**src/slt_pkg.sv**
```systemverilog
`default_nettype none

package slt_pkg;

    // Table size and the widths that follow from it.
    localparam int DEPTH  = 16;
    localparam int ADDR_W = $clog2(DEPTH);
    localparam int IDX_W  = $clog2(DEPTH + 1);
    localparam int DATA_W = 32;

    // Request actions.
    localparam logic [2:0] ACT_INSERT    = 3'd0;
    localparam logic [2:0] ACT_REMOVE    = 3'd1;
    localparam logic [2:0] ACT_DUMP_ASC  = 3'd2;
    localparam logic [2:0] ACT_DUMP_DESC = 3'd3;
    localparam logic [2:0] ACT_CLEAR     = 3'd4;

    // Result status codes.
    localparam logic [2:0] ST_OK        = 3'd0;
    localparam logic [2:0] ST_FULL      = 3'd1;
    localparam logic [2:0] ST_NOT_FOUND = 3'd2;
    localparam logic [2:0] ST_EMPTY     = 3'd3;
    localparam logic [2:0] ST_ENTRY     = 3'd4;

    // Sequencer states.
    typedef enum logic [2:0] {
        S_IDLE,
        S_INS,
        S_INS_FIN,
        S_REM,
        S_DUMP,
        S_RESP
    } t_state;

    // One result handed from the sequencer to the output register.
    typedef struct packed {
        logic                     valid;
        logic signed [DATA_W-1:0] item;
        logic [2:0]               status;
        logic                     last;
    } t_result;

    // Table memory access for one cycle.
    typedef struct packed {
        logic              we;
        logic [ADDR_W-1:0] waddr;
        logic [DATA_W-1:0] wdata;
        logic              re;
        logic [ADDR_W-1:0] raddr;
    } t_mem_req;

endpackage

`default_nettype wire

```
**src/slt_ram.sv**
```systemverilog
`default_nettype none

module slt_ram #(
    parameter int DATA_W = 32,
    parameter int DEPTH  = 16,
    parameter int ADDR_W = $clog2(DEPTH)
) (
    input  wire logic              i_clk,
    input  wire logic              i_we,
    input  wire logic [ADDR_W-1:0] i_waddr,
    input  wire logic [DATA_W-1:0] i_wdata,
    input  wire logic              i_re,
    input  wire logic [ADDR_W-1:0] i_raddr,
    output logic      [DATA_W-1:0] o_rdata
);

    logic [DATA_W-1:0] r_mem [DEPTH];

    // One write port and one read port with registered read data.
    always_ff @(posedge i_clk) begin
        if (i_we) begin
            r_mem[i_waddr] <= i_wdata;
        end
        if (i_re) begin
            o_rdata <= r_mem[i_raddr];
        end
    end

endmodule

`default_nettype wire

```
**src/slt_ctrl.sv**
```systemverilog
`default_nettype none

module slt_ctrl (
    input  wire logic                             i_clk,
    input  wire logic                             i_rst_n,
    input  wire logic                             i_valid,
    output logic                                  o_ready,
    input  wire logic [2:0]                       i_action,
    input  wire logic signed [slt_pkg::DATA_W-1:0] i_value,
    input  wire logic                             i_res_free,
    output slt_pkg::t_result                      o_res,
    output slt_pkg::t_mem_req                     o_mem,
    input  wire logic [slt_pkg::DATA_W-1:0]       i_rdata
);

    import slt_pkg::*;

    t_state                   r_state, n_state;
    logic [IDX_W-1:0]         r_idx, n_idx;
    logic [IDX_W-1:0]         r_count, n_count;
    logic signed [DATA_W-1:0] r_value, n_value;
    logic                     r_found, n_found;
    logic                     r_desc, n_desc;
    logic [2:0]               r_stat, n_stat;

    logic [IDX_W-1:0] idx_dec, idx_m2, idx_inc, cnt_dec, dump_addr;
    logic             rd_less, rd_match;

    // Pointer arithmetic and the compares on the read data.
    assign idx_dec   = r_idx - IDX_W'(1);
    assign idx_m2    = r_idx - IDX_W'(2);
    assign idx_inc   = r_idx + IDX_W'(1);
    assign cnt_dec   = r_count - IDX_W'(1);
    assign dump_addr = r_desc ? (cnt_dec - idx_inc) : idx_inc;
    assign rd_less   = $signed(i_rdata) < r_value;
    assign rd_match  = i_rdata == r_value;

    // Control registers.
    always_ff @(posedge i_clk) begin
        if (!i_rst_n) begin
            r_state <= S_IDLE;
            r_count <= '0;
        end else begin
            r_state <= n_state;
            r_count <= n_count;
        end
    end

    // Working registers of the current request.
    always_ff @(posedge i_clk) begin
        r_idx   <= n_idx;
        r_value <= n_value;
        r_found <= n_found;
        r_desc  <= n_desc;
        r_stat  <= n_stat;
    end

    // Sequencer: next state, memory accesses and results.
    always_comb begin
        n_state = r_state;
        n_idx   = r_idx;
        n_count = r_count;
        n_value = r_value;
        n_found = r_found;
        n_desc  = r_desc;
        n_stat  = r_stat;
        o_ready = 1'b0;
        o_res   = '0;
        o_mem   = '0;

        case (r_state)
            S_IDLE: begin
                // Requests are refused while reset is held.
                o_ready = i_rst_n;
                if (i_valid && i_rst_n) begin
                    n_value = i_value;
                    case (i_action)
                        ACT_INSERT: begin
                            if (r_count == IDX_W'(DEPTH)) begin
                                n_stat  = ST_FULL;
                                n_state = S_RESP;
                            end else if (r_count == '0) begin
                                n_idx   = '0;
                                n_state = S_INS_FIN;
                            end else begin
                                // Walk down from the top entry.
                                n_idx       = r_count;
                                o_mem.re    = 1'b1;
                                o_mem.raddr = cnt_dec[ADDR_W-1:0];
                                n_state     = S_INS;
                            end
                        end
                        ACT_REMOVE: begin
                            if (r_count == '0) begin
                                n_stat  = ST_EMPTY;
                                n_state = S_RESP;
                            end else begin
                                n_idx       = '0;
                                n_found     = 1'b0;
                                o_mem.re    = 1'b1;
                                o_mem.raddr = '0;
                                n_state     = S_REM;
                            end
                        end
                        ACT_DUMP_ASC, ACT_DUMP_DESC: begin
                            if (r_count == '0) begin
                                n_stat  = ST_EMPTY;
                                n_state = S_RESP;
                            end else begin
                                n_idx       = '0;
                                n_desc      = (i_action == ACT_DUMP_DESC);
                                o_mem.re    = 1'b1;
                                o_mem.raddr = (i_action == ACT_DUMP_DESC)
                                              ? cnt_dec[ADDR_W-1:0] : '0;
                                n_state     = S_DUMP;
                            end
                        end
                        ACT_CLEAR: begin
                            n_count = '0;
                            n_stat  = ST_OK;
                            n_state = S_RESP;
                        end
                        default: begin
                            n_stat  = ST_OK;
                            n_state = S_RESP;
                        end
                    endcase
                end
            end

            S_INS: begin
                // Entries that are not smaller move up one place.
                o_mem.we    = 1'b1;
                o_mem.waddr = r_idx[ADDR_W-1:0];
                if (!rd_less) begin
                    o_mem.wdata = i_rdata;
                    o_mem.re    = 1'b1;
                    o_mem.raddr = idx_m2[ADDR_W-1:0];
                    n_idx       = idx_dec;
                    if (r_idx == IDX_W'(1)) begin
                        n_state = S_INS_FIN;
                    end
                end else begin
                    o_mem.wdata = r_value;
                    n_count     = r_count + IDX_W'(1);
                    n_stat      = ST_OK;
                    n_state     = S_RESP;
                end
            end

            S_INS_FIN: begin
                // The new value goes to the bottom slot that was freed.
                o_mem.we    = 1'b1;
                o_mem.waddr = r_idx[ADDR_W-1:0];
                o_mem.wdata = r_value;
                n_count     = r_count + IDX_W'(1);
                n_stat      = ST_OK;
                n_state     = S_RESP;
            end

            S_REM: begin
                // After the first match every entry moves down one place.
                if (r_found) begin
                    o_mem.we    = 1'b1;
                    o_mem.waddr = idx_dec[ADDR_W-1:0];
                    o_mem.wdata = i_rdata;
                end
                o_mem.re    = 1'b1;
                o_mem.raddr = idx_inc[ADDR_W-1:0];
                n_found     = r_found | rd_match;
                n_idx       = idx_inc;
                if (idx_inc == r_count) begin
                    if (r_found || rd_match) begin
                        n_count = cnt_dec;
                        n_stat  = ST_OK;
                    end else begin
                        n_stat  = ST_NOT_FOUND;
                    end
                    n_state = S_RESP;
                end
            end

            S_DUMP: begin
                // One entry per cycle while the output register has room.
                if (i_res_free) begin
                    o_res.valid  = 1'b1;
                    o_res.item   = $signed(i_rdata);
                    o_res.status = ST_ENTRY;
                    o_res.last   = (idx_inc == r_count);
                    o_mem.re     = 1'b1;
                    o_mem.raddr  = dump_addr[ADDR_W-1:0];
                    n_idx        = idx_inc;
                    if (idx_inc == r_count) begin
                        n_state = S_IDLE;
                    end
                end
            end

            S_RESP: begin
                if (i_res_free) begin
                    o_res.valid  = 1'b1;
                    o_res.item   = '0;
                    o_res.status = r_stat;
                    o_res.last   = 1'b1;
                    n_state      = S_IDLE;
                end
            end

            default: begin
                n_state = S_IDLE;
            end
        endcase
    end

endmodule

`default_nettype wire

```
**src/sorted_list_table_top.sv**
```systemverilog
`default_nettype none

// Sorted table of up to DEPTH (16) signed 32-bit values, kept ascending with
// duplicates in reverse arrival order. A request is taken only while the
// sequencer is idle; the table lives in a single-port-write, single-port-read
// memory and the sequencer walks it one entry per cycle (a dump only while
// the output side takes them) with a less-than and an equality compare. An
// insert moves each entry not smaller than the value up one place, a remove
// moves the entries above the first match down one place; full, empty,
// clear and unknown requests return a status alone. An output register holds
// the result, so a new request can be taken while the previous result waits.

module sorted_list_table_top (
    input  wire logic                              i_clk,
    input  wire logic                              i_rst_n,
    input  wire logic                              i_valid,
    output logic                                   o_ready,
    input  wire logic [2:0]                        i_action,
    input  wire logic signed [slt_pkg::DATA_W-1:0] i_value,
    output logic                                   o_valid,
    input  wire logic                              i_ready,
    output logic signed [slt_pkg::DATA_W-1:0]      o_item,
    output logic [2:0]                             o_status,
    output logic                                   o_last
);

    import slt_pkg::*;

    t_result           res;
    t_mem_req          mem;
    logic [DATA_W-1:0] rdata;
    logic              res_free;

    logic                     r_out_valid;
    logic signed [DATA_W-1:0] r_out_item;
    logic [2:0]               r_out_status;
    logic                     r_out_last;

    assign res_free = !r_out_valid || i_ready;

    slt_ctrl u_ctrl (
        .i_clk      (i_clk),
        .i_rst_n    (i_rst_n),
        .i_valid    (i_valid),
        .o_ready    (o_ready),
        .i_action   (i_action),
        .i_value    (i_value),
        .i_res_free (res_free),
        .o_res      (res),
        .o_mem      (mem),
        .i_rdata    (rdata)
    );

    slt_ram #(
        .DATA_W (DATA_W),
        .DEPTH  (DEPTH),
        .ADDR_W (ADDR_W)
    ) u_ram (
        .i_clk   (i_clk),
        .i_we    (mem.we),
        .i_waddr (mem.waddr),
        .i_wdata (mem.wdata),
        .i_re    (mem.re),
        .i_raddr (mem.raddr),
        .o_rdata (rdata)
    );

    // Output register valid flag.
    always_ff @(posedge i_clk) begin
        if (!i_rst_n) begin
            r_out_valid <= 1'b0;
        end else if (res_free) begin
            r_out_valid <= res.valid;
        end
    end

    // Output register payload, loaded whenever a new result arrives.
    always_ff @(posedge i_clk) begin
        if (res_free && res.valid) begin
            r_out_item   <= res.item;
            r_out_status <= res.status;
            r_out_last   <= res.last;
        end
    end

    assign o_valid  = r_out_valid;
    assign o_item   = r_out_item;
    assign o_status = r_out_status;
    assign o_last   = r_out_last;

endmodule

`default_nettype wire
```
**config.mk**
```make
export PLATFORM = sky130hd
export DESIGN_NAME = sorted_list_table_top
export DESIGN_NICKNAME = d
export VERILOG_FILES = /design/src/slt_pkg.sv /design/src/slt_ram.sv /design/src/slt_ctrl.sv /design/src/sorted_list_table_top.sv
export SDC_FILE = /design/constraint.sdc
export NUM_CORES = 1
export LEC_CHECK = 0
export BUFFER_PORTS_ARGS = -buffer_cell sky130_fd_sc_hd__buf_2
export CAP_MARGIN = 10
export CORE_ASPECT_RATIO = 1.75
export CORE_MARGIN = 2
export CORE_UTILIZATION = 48
export DETAILED_ROUTE_END_ITERATION = 10
export GPL_ROUTABILITY_DRIVEN = 0
export PLACE_DENSITY_LB_ADDON = 0.25
export SLEW_MARGIN = 30
export SYNTH_ARGS = -nofsm -noshare
export SYNTH_HDL_FRONTEND = slang
export SYNTH_SLANG_ARGS = --single-unit
```
**constraint.sdc**
```tcl
create_clock -name i_clk -period 10.5 [get_ports i_clk]
set_clock_uncertainty 0.2 [all_clocks]
set_input_delay 1.05 -clock i_clk [delete_from_list [all_inputs] [get_ports i_clk]]
set_output_delay 1.05 -clock i_clk [all_outputs]
set_load 0.01 [all_outputs]
```
==> impl_metrics.ini <==
[timing]
hold_violations = 0
clock.fmax_ghz = 0.172
layout_min_cycle_time_ps = 5820
maxSlewHeadroom_pct = 31.0
slew_viol_final = 0
setup_viol = 0
fin_setup_tns_ps = 0
period_share_pct = 55.4
worst_pin_slew_ps = 1030
rsz0062_at_grt = false

[grt]
grt_pass1_vias = 16194
grt_max_degree = 204
met3_usage_pct = 2.84
antenna_found_initial = 0
grt_pass1_wl_um = 100000
grt-busiest-layer = met2
track_usage_pct = 23.7
grt_overflow = 0
met2_usage_pct = 41.6
use_met1_pct = 28.5

[logic_synthesis]
avgSynthCellArea_um2 = 13.8
synthTopCellsByArea = edfxtp_1 (71%), nand2_1 (5.3%), a32o_1 (2.5%)
async_flop_share_pct = 0
synth_cell_types = 73
synth_top_area_share_pct = 71.5
ys_seq_elements = 630
synth_warnings = 0
synth_fp_nets = 1968
synth_ff_type = edfxtp_1
synth_area_leader_cell = edfxtp_1
synth-edff-count = 621
synth-seq-area-share_pct = 72.2
syn-cell-area_um2 = 26100
syn_inst = 1884

[outcome]
status = completed

[power]
comb_power_share_pct = 34.3
p_sw_mw = 3.33
p_clk_share_pct = 23.9
power.internal_mw = 5.82
ir_drop_v = 0.000222
seqPwrFrac_pct = 41.8
swShare_pct = 36.4
p_per_area_nw_per_um2 = 313
power_leakage_nw = 10.1

[die]
dieArea_um2 = 56300
rows = 113
die_y_um = 312
io_pins = 77
core-area_um2 = 54000
die_x_um = 180
initial_utilization_pct = 48.3

[placement]
port_buffers = 76
dp_hpwl_um = 35500

[clock_network]
cts_tree = built
clk_latency_ps = 620
cts-root-buf = clkbuf_16
postCtsSetupRepairBufs = 0
cts_buffers = 55
clkSinkCount = 630
cts.hold.buffers_added = 0
htreeDepth = 2
cts.path.max_buffers = 3
ctsResizeCount = 0
clk_pin_slew_worst_paths_ps = 70

[job]
cap_violations = 0

[drt]
vias_per_cell = 6.11
wl_um = 67600
ant_nets = 0
drcViolationCount = 0
wire_per_inst_um = 25.3
drt-initial-drc-count = 1547
vias = 16325
first_pass_iters = 7

[critical_path]
required_ps = 10730
critical_path.startpoint_type = flip-flop
critPathMaxFanout = 96
rrSetupSlack_ps = 4680
end_kind = flip-flop
crit_arrival_ps = 6050
reg2reg_to = u_ram.o_rdata[8]
critPathKind = reg2reg
r2r_cells = 13
r2r_start = u_ram.o_rdata[14]

[min_path]
hold_class = reg2reg
worst_hold_path.num_cells = 2
hold_start = o_valid
hold-path-endpoint = o_valid

[final_layout]
nNetsFinal = 2023
drive_gt1_share_pct = 12.1
diodes = 0
fillers = 4322
syn2layout_area_growth_pct = 12.2
post-route-util_pct = 54.2
cell usage after synthesis, drive strengths merged, types with 35 or more instances:
cell type and number:
edfxtp 621, nand2 367, nor2 140, a21oi 96, buf 65, a32o 64
clkbuf 49, nand3 46, ha 44, inv 44, o221ai 37, and2 35
cells in the final DEF (no fill, tap or decap), drive strengths merged, types with 32 or more instances in the layout:
master / synthesis / layout
a21oi: 96 / 96
a22o: 32 / 32
a32o: 64 / 64
a32oi: 32 / 32
and2: 35 / 35
buf: 65 / 112
clkbuf: 49 / 62
edfxtp: 621 / 621
ha: 44 / 44
inv: 44 / 48
mux2i: 32 / 32
nand2: 367 / 367
nand3: 46 / 46
nor2: 140 / 140
o2111ai: 33 / 33
o221ai: 37 / 37
flip-flops by register name, summed over array words and instances (netlist names), 2 cells and up:
signal,flops
o_item,32
u_ram.r_mem,512
o_status,3
u_ctrl.r_count,5
u_ctrl.r_stat,2
u_ram.o_rdata,32
u_ctrl.r_idx,5
u_ctrl.r_state,3
u_ctrl.r_value,32
stage by stage:
stage / hold WS [ps] / worst slack (ps) / instance area [um2] / std cells / power (mW)
2_1_floorplan: 328 / 6710 / 26100 / 1884 / 5.86
3_3_place_gp: 306 / 4720 / 27300 / 2571 / 6.91
3_5_place_dp: 325 / 4600 / 27300 / 2571 / 6.98
4_1_cts: 341 / 4550 / 29300 / 2673 / 9.16
5_1_grt: 380 / 4460 / 29300 / 2674 / 9.56
6_report: 332 / 4680 / 29300 / 2674 / 9.15
kinds of logic after synthesis:
| group | Yosys count | synth area share (%) |
|---|---|---|
| AND/OR/NAND/NOR | 643 | 10.5 |
| flip-flops | 630 | 72.2 |
| AO/OA/AOI/OAI | 359 | 10.8 |
| buffers and inverters | 158 | 2.60 |
| adder cells (fa/ha/maj) | 45 | 2.19 |
| multiplexers | 32 | 1.23 |
| XOR/XNOR | 17 | 0.571 |
layer usage:
| metal | vias to the layer above | wire (um) |
|---|---|---|
| li1 | 7247 | - |
| met1 | 8267 | 25300 |
| met2 | 622 | 34800 |
| met3 | 189 | 3960 |
| met4 | 0 | 3600 |
| met5 | - | 0 |
cell type report:
cell class	count	area, um2	area share [%]
timing repair buffer	112	691	2.36
tap	690	863	2.95
multi-input combinational	1096	6790	23.2
clock buffer	62	1400	4.79
inverter	44	165	0.564
sequential	630	18800	64.3
clock inverter	40	551	1.88
worst max-delay path, cell delays in order (launching register included):
cell and delay (ps):
edfxtp_1 460, ha_1 360, nand4_1 210, nor3_1 900, a21boi_1 320, o31a_2 210
o2111ai_1 200, nand2_4 640, buf_4 720, buf_6 680, nand2_1 130, a32oi_1 220
o2111ai_1 140, o221ai_1 130
worst max-delay path by stage:
stage                                  from                  to  cells after the start
after floorplan           u_ctrl.r_state[0]  u_ram.r_mem[13][0]                      9
after global placement    u_ram.o_rdata[14]    u_ram.o_rdata[8]                     13
after detailed placement  u_ram.o_rdata[14]    u_ram.o_rdata[8]                     13
after CTS                 u_ram.o_rdata[14]    u_ram.o_rdata[8]                     13
after global routing      u_ram.o_rdata[14]   u_ram.o_rdata[13]                     13
final                     u_ram.o_rdata[14]    u_ram.o_rdata[8]                     13
power groups by stage:
stage	logic [mW]	clock network (mW)	registers, mW
2_1_floorplan	2.07	0	3.80
3_3_place_gp	3.05	0	3.86
3_5_place_dp	3.12	0	3.87
4_1_cts	3.13	2.22	3.82
5_1_grt	3.40	2.30	3.86
6_report	3.14	2.19	3.82
Note: power is estimated with default switching activity, not from simulation.
